**config.mk**
```make
export PLATFORM = sky130hd
export DESIGN_NAME = magnetometer_minmax_calibration
export DESIGN_NICKNAME = d
export VERILOG_FILES = /design/src/hdl/mmc_pkg.sv /design/src/hdl/mmc_div.sv /design/src/hdl/mmc_mul.sv /design/src/hdl/magnetometer_minmax_calibration.sv
export SDC_FILE = /design/constraint.sdc
export NUM_CORES = 2
export LEC_CHECK = 0
export ABC_AREA = 1
export ABC_CLOCK_PERIOD_IN_PS = 9600
export BUFFER_PORTS_ARGS = -buffer_cell sky130_fd_sc_hd__buf_2
export CORE_UTILIZATION = 30
export DETAILED_ROUTE_END_ITERATION = 7
export GPL_TIMING_DRIVEN = 0
export MAX_ROUTING_LAYER = met4
export PLACE_DENSITY = 0.48
export SLEW_MARGIN = 30
export SYNTH_ARGS = -nofsm -noshare
export SYNTH_HDL_FRONTEND = slang
export SYNTH_HIERARCHICAL = 1
export SYNTH_SLANG_ARGS = --single-unit
```
**constraint.sdc**
```tcl
create_clock -name clk -period 9.6 [get_ports clk]
set_input_delay 1.92 -clock clk [delete_from_list [all_inputs] [get_ports clk]]
set_output_delay 1.92 -clock clk [all_outputs]
set_load 0.1 [all_outputs]
```
**src/hdl/mmc_pkg.sv**
```systemverilog
`default_nettype none
package mmc_pkg;

  localparam int NUM_AXES = 3;
  localparam int RAW_W    = 16;
  localparam int RANGE_W  = 16;
  localparam int SUM_W    = 18;
  localparam int DVSR_W   = 19;
  localparam int REM_W    = DVSR_W + 1;
  localparam int OFS_W    = 17;
  localparam int DIFF_W   = 18;
  localparam int CAL_W    = 24;
  localparam int CNT_W    = 10;

  localparam int CFG_ADDR_W = 3;
  localparam int CFG_DATA_W = 32;
  localparam logic [0:0] REG_CALIB_SAMPLES = 1'b0;

  localparam logic [CNT_W-1:0] CALIB_SAMPLES_RST = 10'd500;
  localparam logic signed [RAW_W-1:0] MIN_RST = 16'sh7FFF;
  localparam logic signed [RAW_W-1:0] MAX_RST = 16'sh8000;

  localparam logic KIND_START  = 1'b0;
  localparam logic KIND_SAMPLE = 1'b1;

  typedef enum logic [1:0] {
    STAT_CALIB = 2'd0,
    STAT_DONE  = 2'd1,
    STAT_FAIL  = 2'd2,
    STAT_CORR  = 2'd3
  } status_t;

endpackage
`default_nettype wire

```
**src/hdl/mmc_div.sv**
```systemverilog
`default_nettype none
module mmc_div #(
  parameter int FRAC_BITS = 16
) (
  input  wire logic                              clk,
  input  wire logic                              rst_n,
  input  wire logic                              start,
  input  wire logic [mmc_pkg::SUM_W+FRAC_BITS-1:0] numer,
  input  wire logic [mmc_pkg::DVSR_W-1:0]        divisor,
  output logic                                   done,
  output logic [FRAC_BITS+1:0]                   quot
);

  localparam int SW = FRAC_BITS + 2;
  localparam int NW = mmc_pkg::SUM_W + FRAC_BITS;
  localparam int CW = $clog2(NW + 1);
  localparam int RW = mmc_pkg::REM_W;

  logic                            busy_r;
  logic                            done_r;
  logic [CW-1:0]                   cnt_r;
  logic [NW-1:0]                   num_r;
  logic [mmc_pkg::DVSR_W-1:0]      dvs_r;
  logic [RW-1:0]                   rem_r;
  logic [SW-1:0]                   quo_r;
  logic                            ovf_r;

  logic [RW-1:0] trial;
  logic          ge;
  logic [RW-1:0] rem_nxt;

  // restoring division, one quotient bit a cycle, msb first
  always_comb begin
    trial   = {rem_r[RW-2:0], num_r[NW-1]};
    ge      = (trial >= {1'b0, dvs_r});
    rem_nxt = ge ? (trial - {1'b0, dvs_r}) : trial;
  end

  always_ff @(posedge clk) begin
    if (!rst_n) begin
      busy_r <= 1'b0;
      done_r <= 1'b0;
    end else begin
      done_r <= 1'b0;
      if (start) begin
        busy_r <= 1'b1;
        cnt_r  <= '0;
        num_r  <= numer;
        dvs_r  <= divisor;
        rem_r  <= '0;
        quo_r  <= '0;
        ovf_r  <= 1'b0;
      end else if (busy_r) begin
        num_r <= {num_r[NW-2:0], 1'b0};
        rem_r <= rem_nxt;
        quo_r <= {quo_r[SW-2:0], ge};
        // any quotient bit above the scale width means saturation
        ovf_r <= ovf_r | quo_r[SW-1];
        cnt_r <= cnt_r + 1'b1;
        if (cnt_r == CW'(NW - 1)) begin
          busy_r <= 1'b0;
          done_r <= 1'b1;
        end
      end
    end
  end

  // a zero divisor yields all ones, so it saturates here as well
  assign done = done_r;
  assign quot = ovf_r ? '1 : quo_r;

endmodule
`default_nettype wire

```
**src/hdl/mmc_mul.sv**
```systemverilog
`default_nettype none
module mmc_mul #(
  parameter int FRAC_BITS = 16
) (
  input  wire logic                                clk,
  input  wire logic                                rst_n,
  input  wire logic                                start,
  input  wire logic signed [mmc_pkg::DIFF_W-1:0]   diff,
  input  wire logic [FRAC_BITS+1:0]                scale,
  output logic                                     done,
  output logic signed [mmc_pkg::CAL_W-1:0]         cal
);

  localparam int SW = FRAC_BITS + 2;
  localparam int HW = mmc_pkg::DIFF_W + 1;
  localparam int PW = HW + SW;
  localparam int SH = FRAC_BITS - 3;
  localparam int CW = $clog2(SW);

  logic                           busy_r;
  logic                           rnd_r;
  logic                           done_r;
  logic [CW-1:0]                  cnt_r;
  logic signed [HW-1:0]           hi_r;
  logic [SW-1:0]                  lo_r;
  logic signed [mmc_pkg::DIFF_W-1:0] dif_r;
  logic signed [mmc_pkg::CAL_W-1:0]  cal_r;

  logic signed [HW-1:0] add;
  logic signed [PW-1:0] prod;
  logic signed [PW-1:0] rsum;

  // shift-add over the scale bits, lsb first; product shifts into lo_r
  always_comb begin
    add  = lo_r[0] ? (hi_r + {dif_r[mmc_pkg::DIFF_W-1], dif_r}) : hi_r;
    prod = {hi_r, lo_r};
    rsum = prod + (PW'(1) << (SH - 1));
  end

  always_ff @(posedge clk) begin
    if (!rst_n) begin
      busy_r <= 1'b0;
      rnd_r  <= 1'b0;
      done_r <= 1'b0;
    end else begin
      done_r <= 1'b0;
      if (start) begin
        busy_r <= 1'b1;
        cnt_r  <= '0;
        hi_r   <= '0;
        lo_r   <= scale;
        dif_r  <= diff;
      end else if (busy_r) begin
        {hi_r, lo_r} <= {add[HW-1], add, lo_r[SW-1:1]};
        cnt_r        <= cnt_r + 1'b1;
        if (cnt_r == CW'(SW - 1)) begin
          busy_r <= 1'b0;
          rnd_r  <= 1'b1;
        end
      end else if (rnd_r) begin
        rnd_r  <= 1'b0;
        done_r <= 1'b1;
        // |diff| < 2^17 and scale < 2^(F+2): the rounded value always fits 24 bits
        cal_r  <= rsum[SH+mmc_pkg::CAL_W-1:SH];
      end
    end
  end

  assign done = done_r;
  assign cal  = cal_r;

endmodule
`default_nettype wire

```
**src/hdl/magnetometer_minmax_calibration.sv**
```systemverilog
// Min/max magnetometer calibration. A start item (kind 0) opens a run that tracks
// per-axis min and max over the next calib_samples good samples; a failed read ends
// the run with status 2 and keeps the old offsets and scales. The last sample of a run
// stores per axis twice the offset (max+min) and a Q2.SCALE_FRAC_BITS scale (mean
// half-range over that axis range, saturated, range_zero set on a flat axis). Outside
// a run each good sample comes back as (raw-offset)*scale in 1/16 counts. Every item
// gives one result. Start, failed and in-run items go straight to the emit state; a
// corrected sample waits on three bit-serial multiplier lanes running in parallel; the
// item that closes a run waits on one restoring divider that forms the three scales
// one bit a cycle in turn. The output register lets a result wait for out_ready while
// the block returns to idle.
`default_nettype none
module magnetometer_minmax_calibration #(
  parameter int SCALE_FRAC_BITS = 16
) (
  input  wire logic                                  clk,
  input  wire logic                                  rst_n,
  input  wire logic                                  in_valid,
  output logic                                       in_ready,
  input  wire logic                                  in_kind,
  input  wire logic signed [mmc_pkg::RAW_W-1:0]      in_raw_x,
  input  wire logic signed [mmc_pkg::RAW_W-1:0]      in_raw_y,
  input  wire logic signed [mmc_pkg::RAW_W-1:0]      in_raw_z,
  input  wire logic                                  in_read_ok,
  output logic                                       out_valid,
  input  wire logic                                  out_ready,
  output logic [1:0]                                 out_status,
  output logic signed [mmc_pkg::CAL_W-1:0]           out_cal_x,
  output logic signed [mmc_pkg::CAL_W-1:0]           out_cal_y,
  output logic signed [mmc_pkg::CAL_W-1:0]           out_cal_z,
  output logic                                       out_range_zero,
  input  wire logic                                  cfg_psel,
  input  wire logic                                  cfg_penable,
  input  wire logic                                  cfg_pwrite,
  input  wire logic [mmc_pkg::CFG_ADDR_W-1:0]        cfg_paddr,
  input  wire logic [mmc_pkg::CFG_DATA_W-1:0]        cfg_pwdata,
  output logic [mmc_pkg::CFG_DATA_W-1:0]             cfg_prdata,
  output logic                                       cfg_pready
);

  localparam int SW = SCALE_FRAC_BITS + 2;
  localparam int NW = mmc_pkg::SUM_W + SCALE_FRAC_BITS;
  localparam int NA = mmc_pkg::NUM_AXES;
  localparam logic [1:0] LAST_AXIS = 2'(NA - 1);

  typedef enum logic [2:0] {
    ST_IDLE,
    ST_MUL,
    ST_PREP,
    ST_DIV,
    ST_EMIT
  } state_t;

  state_t                              state_r;
  logic [mmc_pkg::CNT_W-1:0]           calib_samples_r;
  logic signed [mmc_pkg::RAW_W-1:0]    axis_min_r [NA];
  logic signed [mmc_pkg::RAW_W-1:0]    axis_max_r [NA];
  logic [mmc_pkg::CNT_W-1:0]           seen_r;
  logic                                calib_r;
  logic signed [mmc_pkg::OFS_W-1:0]    ofs_r [NA];
  logic [SW-1:0]                       scale_r [NA];
  logic [mmc_pkg::RANGE_W-1:0]         rng_r [NA];
  logic [mmc_pkg::SUM_W-1:0]           sum_r;
  logic [1:0]                          axis_r;
  logic                                div_start_r;
  mmc_pkg::status_t                    res_status_r;
  logic                                res_zero_r;
  logic                                out_valid_r;
  mmc_pkg::status_t                    out_status_r;
  logic signed [mmc_pkg::CAL_W-1:0]    out_cal_r [NA];
  logic                                out_zero_r;

  logic signed [mmc_pkg::RAW_W-1:0]    raw [NA];
  logic signed [mmc_pkg::DIFF_W-1:0]   diff [NA];
  logic signed [mmc_pkg::OFS_W-1:0]    span [NA];
  logic [mmc_pkg::RANGE_W-1:0]         rng [NA];
  logic signed [mmc_pkg::OFS_W-1:0]    ofs_new [NA];
  logic [mmc_pkg::SUM_W-1:0]           sum_new;
  logic                                any_zero;
  logic [mmc_pkg::CNT_W-1:0]           seen_nxt;
  logic                                run_end;
  logic                                accept;
  logic                                mul_start;
  logic                                cfg_wr;
  logic [mmc_pkg::SUM_W-1:0]           rng3;
  logic [NW-1:0]                       div_numer;
  logic [mmc_pkg::DVSR_W-1:0]          div_dvsr;
  logic                                div_done;
  logic [SW-1:0]                       div_quot;
  logic [NA-1:0]                       lane_done;
  logic signed [mmc_pkg::CAL_W-1:0]    lane_cal [NA];

  assign raw[0] = in_raw_x;
  assign raw[1] = in_raw_y;
  assign raw[2] = in_raw_z;

  assign in_ready  = (state_r == ST_IDLE);
  assign accept    = in_valid && in_ready;
  assign mul_start = accept && (in_kind == mmc_pkg::KIND_SAMPLE) && in_read_ok && !calib_r;
  assign seen_nxt  = seen_r + 1'b1;
  // a zero sample count ends the run after one sample
  assign run_end   = (seen_nxt >= calib_samples_r) || (seen_nxt == '0);

  always_comb begin
    sum_new  = '0;
    any_zero = 1'b0;
    for (int i = 0; i < NA; i++) begin
      diff[i]    = {raw[i][mmc_pkg::RAW_W-1], raw[i], 1'b0}
                   - {ofs_r[i][mmc_pkg::OFS_W-1], ofs_r[i]};
      span[i]    = {axis_max_r[i][mmc_pkg::RAW_W-1], axis_max_r[i]}
                   - {axis_min_r[i][mmc_pkg::RAW_W-1], axis_min_r[i]};
      rng[i]     = span[i][mmc_pkg::OFS_W-1] ? '0 : span[i][mmc_pkg::RANGE_W-1:0];
      ofs_new[i] = {axis_max_r[i][mmc_pkg::RAW_W-1], axis_max_r[i]}
                   + {axis_min_r[i][mmc_pkg::RAW_W-1], axis_min_r[i]};
      sum_new    = sum_new + mmc_pkg::SUM_W'(rng[i]);
      any_zero   = any_zero | (rng[i] == '0);
    end
  end

  // scale = (sum << F + 3r) / 6r, rounding half up
  assign rng3      = {1'b0, rng_r[axis_r], 1'b0} + mmc_pkg::SUM_W'(rng_r[axis_r]);
  assign div_numer = {sum_r, SCALE_FRAC_BITS'(0)} + NW'(rng3);
  assign div_dvsr  = {rng3, 1'b0};

  mmc_div #(
    .FRAC_BITS(SCALE_FRAC_BITS)
  ) u_div (
    .clk     (clk),
    .rst_n   (rst_n),
    .start   (div_start_r),
    .numer   (div_numer),
    .divisor (div_dvsr),
    .done    (div_done),
    .quot    (div_quot)
  );

  for (genvar g = 0; g < NA; g++) begin : g_lane
    mmc_mul #(
      .FRAC_BITS(SCALE_FRAC_BITS)
    ) u_mul (
      .clk   (clk),
      .rst_n (rst_n),
      .start (mul_start),
      .diff  (diff[g]),
      .scale (scale_r[g]),
      .done  (lane_done[g]),
      .cal   (lane_cal[g])
    );
  end

  assign cfg_wr = cfg_psel && cfg_penable && cfg_pwrite && cfg_pready
                  && (cfg_paddr[2] == mmc_pkg::REG_CALIB_SAMPLES);
  assign cfg_pready = 1'b1;
  assign cfg_prdata = (cfg_paddr[2] == mmc_pkg::REG_CALIB_SAMPLES)
                      ? mmc_pkg::CFG_DATA_W'(calib_samples_r) : '0;

  always_ff @(posedge clk) begin
    if (!rst_n) begin
      state_r         <= ST_IDLE;
      calib_samples_r <= mmc_pkg::CALIB_SAMPLES_RST;
      seen_r          <= '0;
      calib_r         <= 1'b0;
      div_start_r     <= 1'b0;
      out_valid_r     <= 1'b0;
      for (int i = 0; i < NA; i++) begin
        axis_min_r[i] <= mmc_pkg::MIN_RST;
        axis_max_r[i] <= mmc_pkg::MAX_RST;
        ofs_r[i]      <= '0;
        scale_r[i]    <= SW'(1) << SCALE_FRAC_BITS;
      end
    end else begin
      div_start_r <= 1'b0;
      if (cfg_wr) begin
        calib_samples_r <= cfg_pwdata[mmc_pkg::CNT_W-1:0];
      end
      if (out_valid_r && out_ready) begin
        out_valid_r <= 1'b0;
      end
      unique case (state_r)
        ST_IDLE: begin
          if (accept) begin
            res_zero_r <= 1'b0;
            if (in_kind == mmc_pkg::KIND_START) begin
              for (int i = 0; i < NA; i++) begin
                axis_min_r[i] <= mmc_pkg::MIN_RST;
                axis_max_r[i] <= mmc_pkg::MAX_RST;
              end
              seen_r       <= '0;
              calib_r      <= 1'b1;
              res_status_r <= mmc_pkg::STAT_CALIB;
              state_r      <= ST_EMIT;
            end else if (!in_read_ok) begin
              seen_r       <= '0;
              calib_r      <= 1'b0;
              res_status_r <= mmc_pkg::STAT_FAIL;
              state_r      <= ST_EMIT;
            end else if (calib_r) begin
              for (int i = 0; i < NA; i++) begin
                if (raw[i] < axis_min_r[i]) axis_min_r[i] <= raw[i];
                if (raw[i] > axis_max_r[i]) axis_max_r[i] <= raw[i];
              end
              if (run_end) begin
                seen_r  <= '0;
                calib_r <= 1'b0;
                state_r <= ST_PREP;
              end else begin
                seen_r       <= seen_nxt;
                res_status_r <= mmc_pkg::STAT_CALIB;
                state_r      <= ST_EMIT;
              end
            end else begin
              state_r <= ST_MUL;
            end
          end
        end
        ST_MUL: begin
          if (lane_done[0]) begin
            res_status_r <= mmc_pkg::STAT_CORR;
            state_r      <= ST_EMIT;
          end
        end
        ST_PREP: begin
          for (int i = 0; i < NA; i++) begin
            rng_r[i] <= rng[i];
            ofs_r[i] <= ofs_new[i];
          end
          sum_r       <= sum_new;
          res_zero_r  <= any_zero;
          axis_r      <= '0;
          div_start_r <= 1'b1;
          state_r     <= ST_DIV;
        end
        ST_DIV: begin
          if (div_done) begin
            scale_r[axis_r] <= div_quot;
            if (axis_r == LAST_AXIS) begin
              res_status_r <= mmc_pkg::STAT_DONE;
              state_r      <= ST_EMIT;
            end else begin
              axis_r      <= axis_r + 1'b1;
              div_start_r <= 1'b1;
            end
          end
        end
        ST_EMIT: begin
          if (!out_valid_r || out_ready) begin
            out_valid_r  <= 1'b1;
            out_status_r <= res_status_r;
            out_zero_r   <= res_zero_r;
            for (int i = 0; i < NA; i++) begin
              out_cal_r[i] <= (res_status_r == mmc_pkg::STAT_CORR) ? lane_cal[i] : '0;
            end
            state_r <= ST_IDLE;
          end
        end
        default: state_r <= ST_IDLE;
      endcase
    end
  end

  assign out_valid      = out_valid_r;
  assign out_status     = out_status_r;
  assign out_cal_x      = out_cal_r[0];
  assign out_cal_y      = out_cal_r[1];
  assign out_cal_z      = out_cal_r[2];
  assign out_range_zero = out_zero_r;

  a_busy_after_accept: assert property (@(posedge clk) disable iff (!rst_n)
    accept |=> state_r != ST_IDLE)
    else $error("block stayed idle after taking an item");

  a_lanes_in_step: assert property (@(posedge clk) disable iff (!rst_n)
    lane_done[0] == lane_done[1] && lane_done[1] == lane_done[2])
    else $error("multiplier lanes out of step");

  a_cal_zero: assert property (@(posedge clk) disable iff (!rst_n)
    out_valid_r && out_status_r != mmc_pkg::STAT_CORR
      |-> out_cal_r[0] == '0 && out_cal_r[1] == '0 && out_cal_r[2] == '0)
    else $error("nonzero corrected value on a status result");

  a_zero_flag_on_done: assert property (@(posedge clk) disable iff (!rst_n)
    out_valid_r && out_zero_r |-> out_status_r == mmc_pkg::STAT_DONE)
    else $error("range_zero outside a run end result");

  a_div_axis: assert property (@(posedge clk) disable iff (!rst_n)
    div_done |-> state_r == ST_DIV && (axis_r == 2'd0 || axis_r == 2'd1 || axis_r == LAST_AXIS))
    else $error("divider finished outside the scale pass");

endmodule
`default_nettype wire
```
Yosys cells after proc, flatten, opt, wreduce, memory -nomap -nowiden
Memory sizes are Yosys's and may differ from the RTL's. A register that Yosys moved wholly into a read port is not among the register bits.
Cells that the tools add are included.

storage, ports and cells
  register bits after elaboration = 409
  bits in writable memories = 321
  output and inout port bits = 110
  memories = 6

memories
  name        words  bits a word  rd ports  clocked after Yosys merged registers in  wr ports  line                                   source
  out_cal_r   3      24           3         0                                        3         magnetometer_minmax_calibration.sv:70  logic signed [mmc_pkg::CAL_W-1:0] out_cal_r [NA];
  scale_r     3      18           3         0                                        3         magnetometer_minmax_calibration.sv:61  logic [SW-1:0] scale_r [NA];
  ofs_r       3      17           3         0                                        3         magnetometer_minmax_calibration.sv:60  logic signed [mmc_pkg::OFS_W-1:0] ofs_r [NA];
  axis_max_r  3      16           3         0                                        3         magnetometer_minmax_calibration.sv:57  logic signed [mmc_pkg::RAW_W-1:0] axis_max_r [NA];
  axis_min_r  3      16           3         0                                        3         magnetometer_minmax_calibration.sv:56  logic signed [mmc_pkg::RAW_W-1:0] axis_min_r [NA];
  rng_r       3      16           1         1                                        3         magnetometer_minmax_calibration.sv:62  logic [mmc_pkg::RANGE_W-1:0] rng_r [NA];

cells by class
  $add $sub $neg = 26
  magnitude comparators = 8
  equal/unequal tests = 22
  mux-type cells = 172
  bitwise gates (word level) = 25
  reductions and logical operators = 47

operators by type and width
  kind                                            number
  two-way mux 16 bit                              15
  two-way mux 18 bit                              9
  two-way mux 19 bit                              8
  adder 37 x 14 -> 37 bit, second input constant  3
  two-way mux 1 bit                               97
  two-way mux 24 bit                              3
  adder 16 x 16 -> 17 bit                         4
  two-way mux 34 bit                              2
  adder 19 bit                                    3
  subtractor 17 x 17 -> 18 bit                    3
  two-way mux 17 bit                              3
  subtractor 16 x 16 -> 17 bit                    3
  two-way mux 10 bit                              5
  > comparator 16 bit                             3
  logical NOT 16 bit                              3
  < comparator 16 bit                             3
  adder 17 x 16 -> 18 bit                         2
  adder 34 x 18 -> 34 bit                         1
  two-way mux 3 bit                               9
  two-way mux 2 bit                               12
  AND reduction 2 bit                             11
  >= comparator 20 x 19 -> 1 bit                  1
  subtractor 19 bit                               1
  bitwise OR 1 bit                                18
  other kinds (36)                                78

Depth between registers and ports, before layout
An unclocked memory read counts as a cell.

  word-level depth = 11
  depth in mapped cells = 28
  depth with buffers taken out = 27

Hierarchy
Netlist, hierarchy kept.

by module, submodules not included
  module                           instances  cells each  area each (sq um)  seq. area each (sq um)
  magnetometer_minmax_calibration  1          3335        27002.1            10980.5
  mmc_mul (g_lane[0].u_mul ...)    2          526         4784.6             2552.4
  mmc_div                          1          640         5366.4             2952.8
  mmc_mul (g_lane[2].u_mul)        1          521         4748.3             2552.4

Worst setup path after synthesis
No wires, ideal clock.

  path kind = input to register
  start point = in rst_n
  end point = mem out_cal_r[0][0] in the netlist's numbering (enable)
  setup time = 591 ps
  arrival = 6964 ps
  data required time = 9009 ps
  setup slack = 2045 ps
  stages = 2
  buffers on the path = 0
  path through = inv_1 nor3_1

RTL lines
  item             line                                   source
  start, declared  magnetometer_minmax_calibration.sv:17  input wire logic rst_n,
  end, declared    magnetometer_minmax_calibration.sv:70

==> impl_results.md <==
- Status: finished, violations left
- Failing checks: design-rule violations
- CTS resizes: 0
- RSZ-0062 raised after global routing: no
- Cells after DPL: 7787
- Multi-input logic area: 20790 um2
- First-pass GRT wire length: 197.4 mm
- Rows: 144
- Inserted Clock Buffers: 88
- CTS tree: yes
- H-tree depth: 3
- Non-filler cells, final: 7951
- Routed Antenna Nets: 0
- Total Power: 0.008924 W
- Share of cells above drive strength 1: 7.605%
- Clk root buf: clkbuf_16
- Cell count after synthesis: 5544
- Die Wd: 396.3 um
- Combinational power share: 19.8%
- Worst relative slew slack: 30.10%
- Max incr delay on CP: 550 ps
- Leak pwr: 25.03 nW
- Final hold violation count: 0
- Pwr per Cell Area: 167.4 nW/um2
- DRT Pass-1 Iters: 8
- Final worst path period need: 5624 ps
- FF-to-FF setup slack: 3980 ps
- Via count: 35818
- Clock latency on the worst-skew pair: 710 ps
- Grt ovf: 0
- First DRT Iteration DRCs: 2578
- Num ports: 202
- Fillers: 16071
- Clock power frac: 37.8%
- WL final: 128.2 mm
- Routed len/inst: 16.12 um
- GR Util All Layers: 16.64%
- Worst path top cell family by delay: simple AND/OR/NAND/NOR gates
- Yosys Warn Count: 6
- Bufs and invs on worst path: 4
- Vias in the first global route: 34314
- Largest net degree at the start of global routing: 45
- Sequential Area: 21550 um2
- # clock sinks: 730
- Max Root-Sink Buffers: 3
- Initial antenna violation count: 9
- Final Max Tran Viols: 0
- CP Launch Type: register
- Post-Route Utilization: 34.56%
- Vias per cell: 4.505
- Clock skew: 39.39 ps
- Least-Margin Pin Slew: 1048 ps
- Final GP Congestion: 0.9052
- Sw power: 0.002796 W
- Die Ht: 396.3 um
- Seq pwr share: 42.5%
- Most used cell, CP: nand2_1
- Arrival time at the worst endpoint: 6080 ps
- Mapped Area: 46640 um2
- VDD IR-drop max: 0.1212 mV
- Fmax: 177.8 MHz
- WS Path Type: reg2reg
- CP Cell Sequence: clkbuf_1 -> inv_1 -> buf_1 -> nand2_1 -> a21oi_1 -> ha_1 -> a21oi_1 -> o21ai_0 -> a211oi_1 -> nand2_1 -> xor2_1 -> ha_1 -> inv_1 -> fa_1 -> nor2_1 -> nand2_1 -> nor2_1 -> nand4_1 -> nand3b_1 -> nor2_1 -> nand2_1 -> xnor2_1 -> nand2_1 -> nand2_1
- Slowest cell on crit path: buf_1
- Nets@finish: 6326
- I/O Buffers: 154
- Die area: 157000 um2
- Sw Ratio: 31.34%
- Core area: 154200 um2
- CP Max Fanout: 10
- Final period util: 58.58%
- Postcts setup bufs: 0
- Starting Density: 30.24%
- Synthesis-to-finish area growth: 14.30%
- Crit end category: register
- Pint: 0.006128 W
- Clock slew at reported path FFs: 60 ps
- Mean post-synth cell area: 8.412 um2
- Max Cap Viol: 0
- Detail Placement HPWL: 102.5 mm
- Final setup viols: 0
- Worst hold path type: reg2reg
- Residual DRC count: 28
- Hold-fix buffers, CTS: 0
- Req. time, crit path: 10050 ps
## registers in the layout, indices dropped and copies added, names as in the netlist, 6 cells and up, named ones only
register	flops
g_lane.u_mul/cnt_r	15
axis_max_r	48
g_lane.u_mul/lo_r	54
g_lane.u_mul/dif_r	54
u_div/num_r	34
seen_r	10
axis_min_r	48
g_lane.u_mul/hi_r	54
u_div/cnt_r	6
out_cal_r	72
calib_samples_r	10
ofs_r	51
u_div/dvs_r	19
u_div/quo_r	18
scale_r	54
rng_r	48
sum_r	18
g_lane.u_mul/cal	72
u_div/rem_r	19
## worst paths after layout
check | from | end | cells after the start
max | register | u_div/num_r[32]$_DFFE_PP_ | 24
min reg2reg | res_zero_r$_SDFFCE_PP0P_ | out_range_zero$_DFFE_PP_ | 0
max reg2reg | register | u_div/num_r[32]$_DFFE_PP_ | 24
min | res_zero_r$_SDFFCE_PP0P_ | out_range_zero$_DFFE_PP_ | 0
## through the flow
step / instance area, um2 / setup slack, ps / hold slack [ps] / setup TNS, ps
final: 53310 / 3976 / 429.2 / 0
after global routing: 53300 / 3429 / 436.9 / 0
after CTS: 53300 / 3873 / 426.7 / 0
after detailed placement: 50390 / 3909 / 411.7 / 0
after global placement: 50050 / -2304 / 412.4 / -163300
after floorplan: 46720 / 2045 / 400.3 / 0
## routing by layer
layer | vias up | part of all wire [%] | wire [um] | GRT usage, %
met1 | 16519 | 48 | 61740 | 22.43
met2 | 671 | 45 | 57480 | 26.06
met3 | 160 | 4.7 | 6050 | 2.251
met5 | - | 0 | 0 | -
li1 | 18468 | - | - | -
met4 | 0 | 2.3 | 2923 | 4.681
## power by group through the flow
| stage | clock network (W) | logic [W] | registers, W |
|---|---|---|---|
| 2_1_floorplan | 0 | 0.00104 | 0.00407 |
| 3_3_place_gp | 0 | 0.00174 | 0.00387 |
| 3_5_place_dp | 0 | 0.00177 | 0.00386 |
| 4_1_cts | 0.00348 | 0.00178 | 0.00379 |
| 5_1_grt | 0.00360 | 0.00196 | 0.00380 |
| 6_report | 0.00337 | 0.00176 | 0.00379 |
## layout by cell type (no fill, tap or decap), types with 8 or more instances in the layout
cell,instances
clkinv_2,11
buf_2,188
fa_1,32
edfxtp_1,693
xnor2_1,51
and2_1,14
nand3_1,211
o21ai_0,182
nor2_1,570
nand4_1,41
buf_1,9
or2_2,8
a21boi_0,13
inv_1,984
clkbuf_16,89
a21o_1,11
o211ai_1,15
o21bai_1,13
dfxtp_1,37
a21oi_1,396
clkbuf_1,77
o21ai_1,18
buf_6,8
ha_1,369
nand3_2,8
o31ai_1,13
nor3_1,53
clkinv_1,22
nor4_1,12
nand2_1,1378
bufinv_16,8
a31oi_1,17
conb_1,24
nor2_2,15
xor2_1,159
o21a_1,14
nand2_2,14
buf_4,42
## final cells by class
class	count	share of cell area, %
antenna	3	0.01408
buffer	135	1.343
clock buffer	114	4.429
clock inverter	47	1.028
inverter	993	6.992
multi-input combinational	3708	39.00
sequential	730	40.43
tap	2044	4.798
timing repair buffer	177	1.965
(Power assumes the default switching activity.)
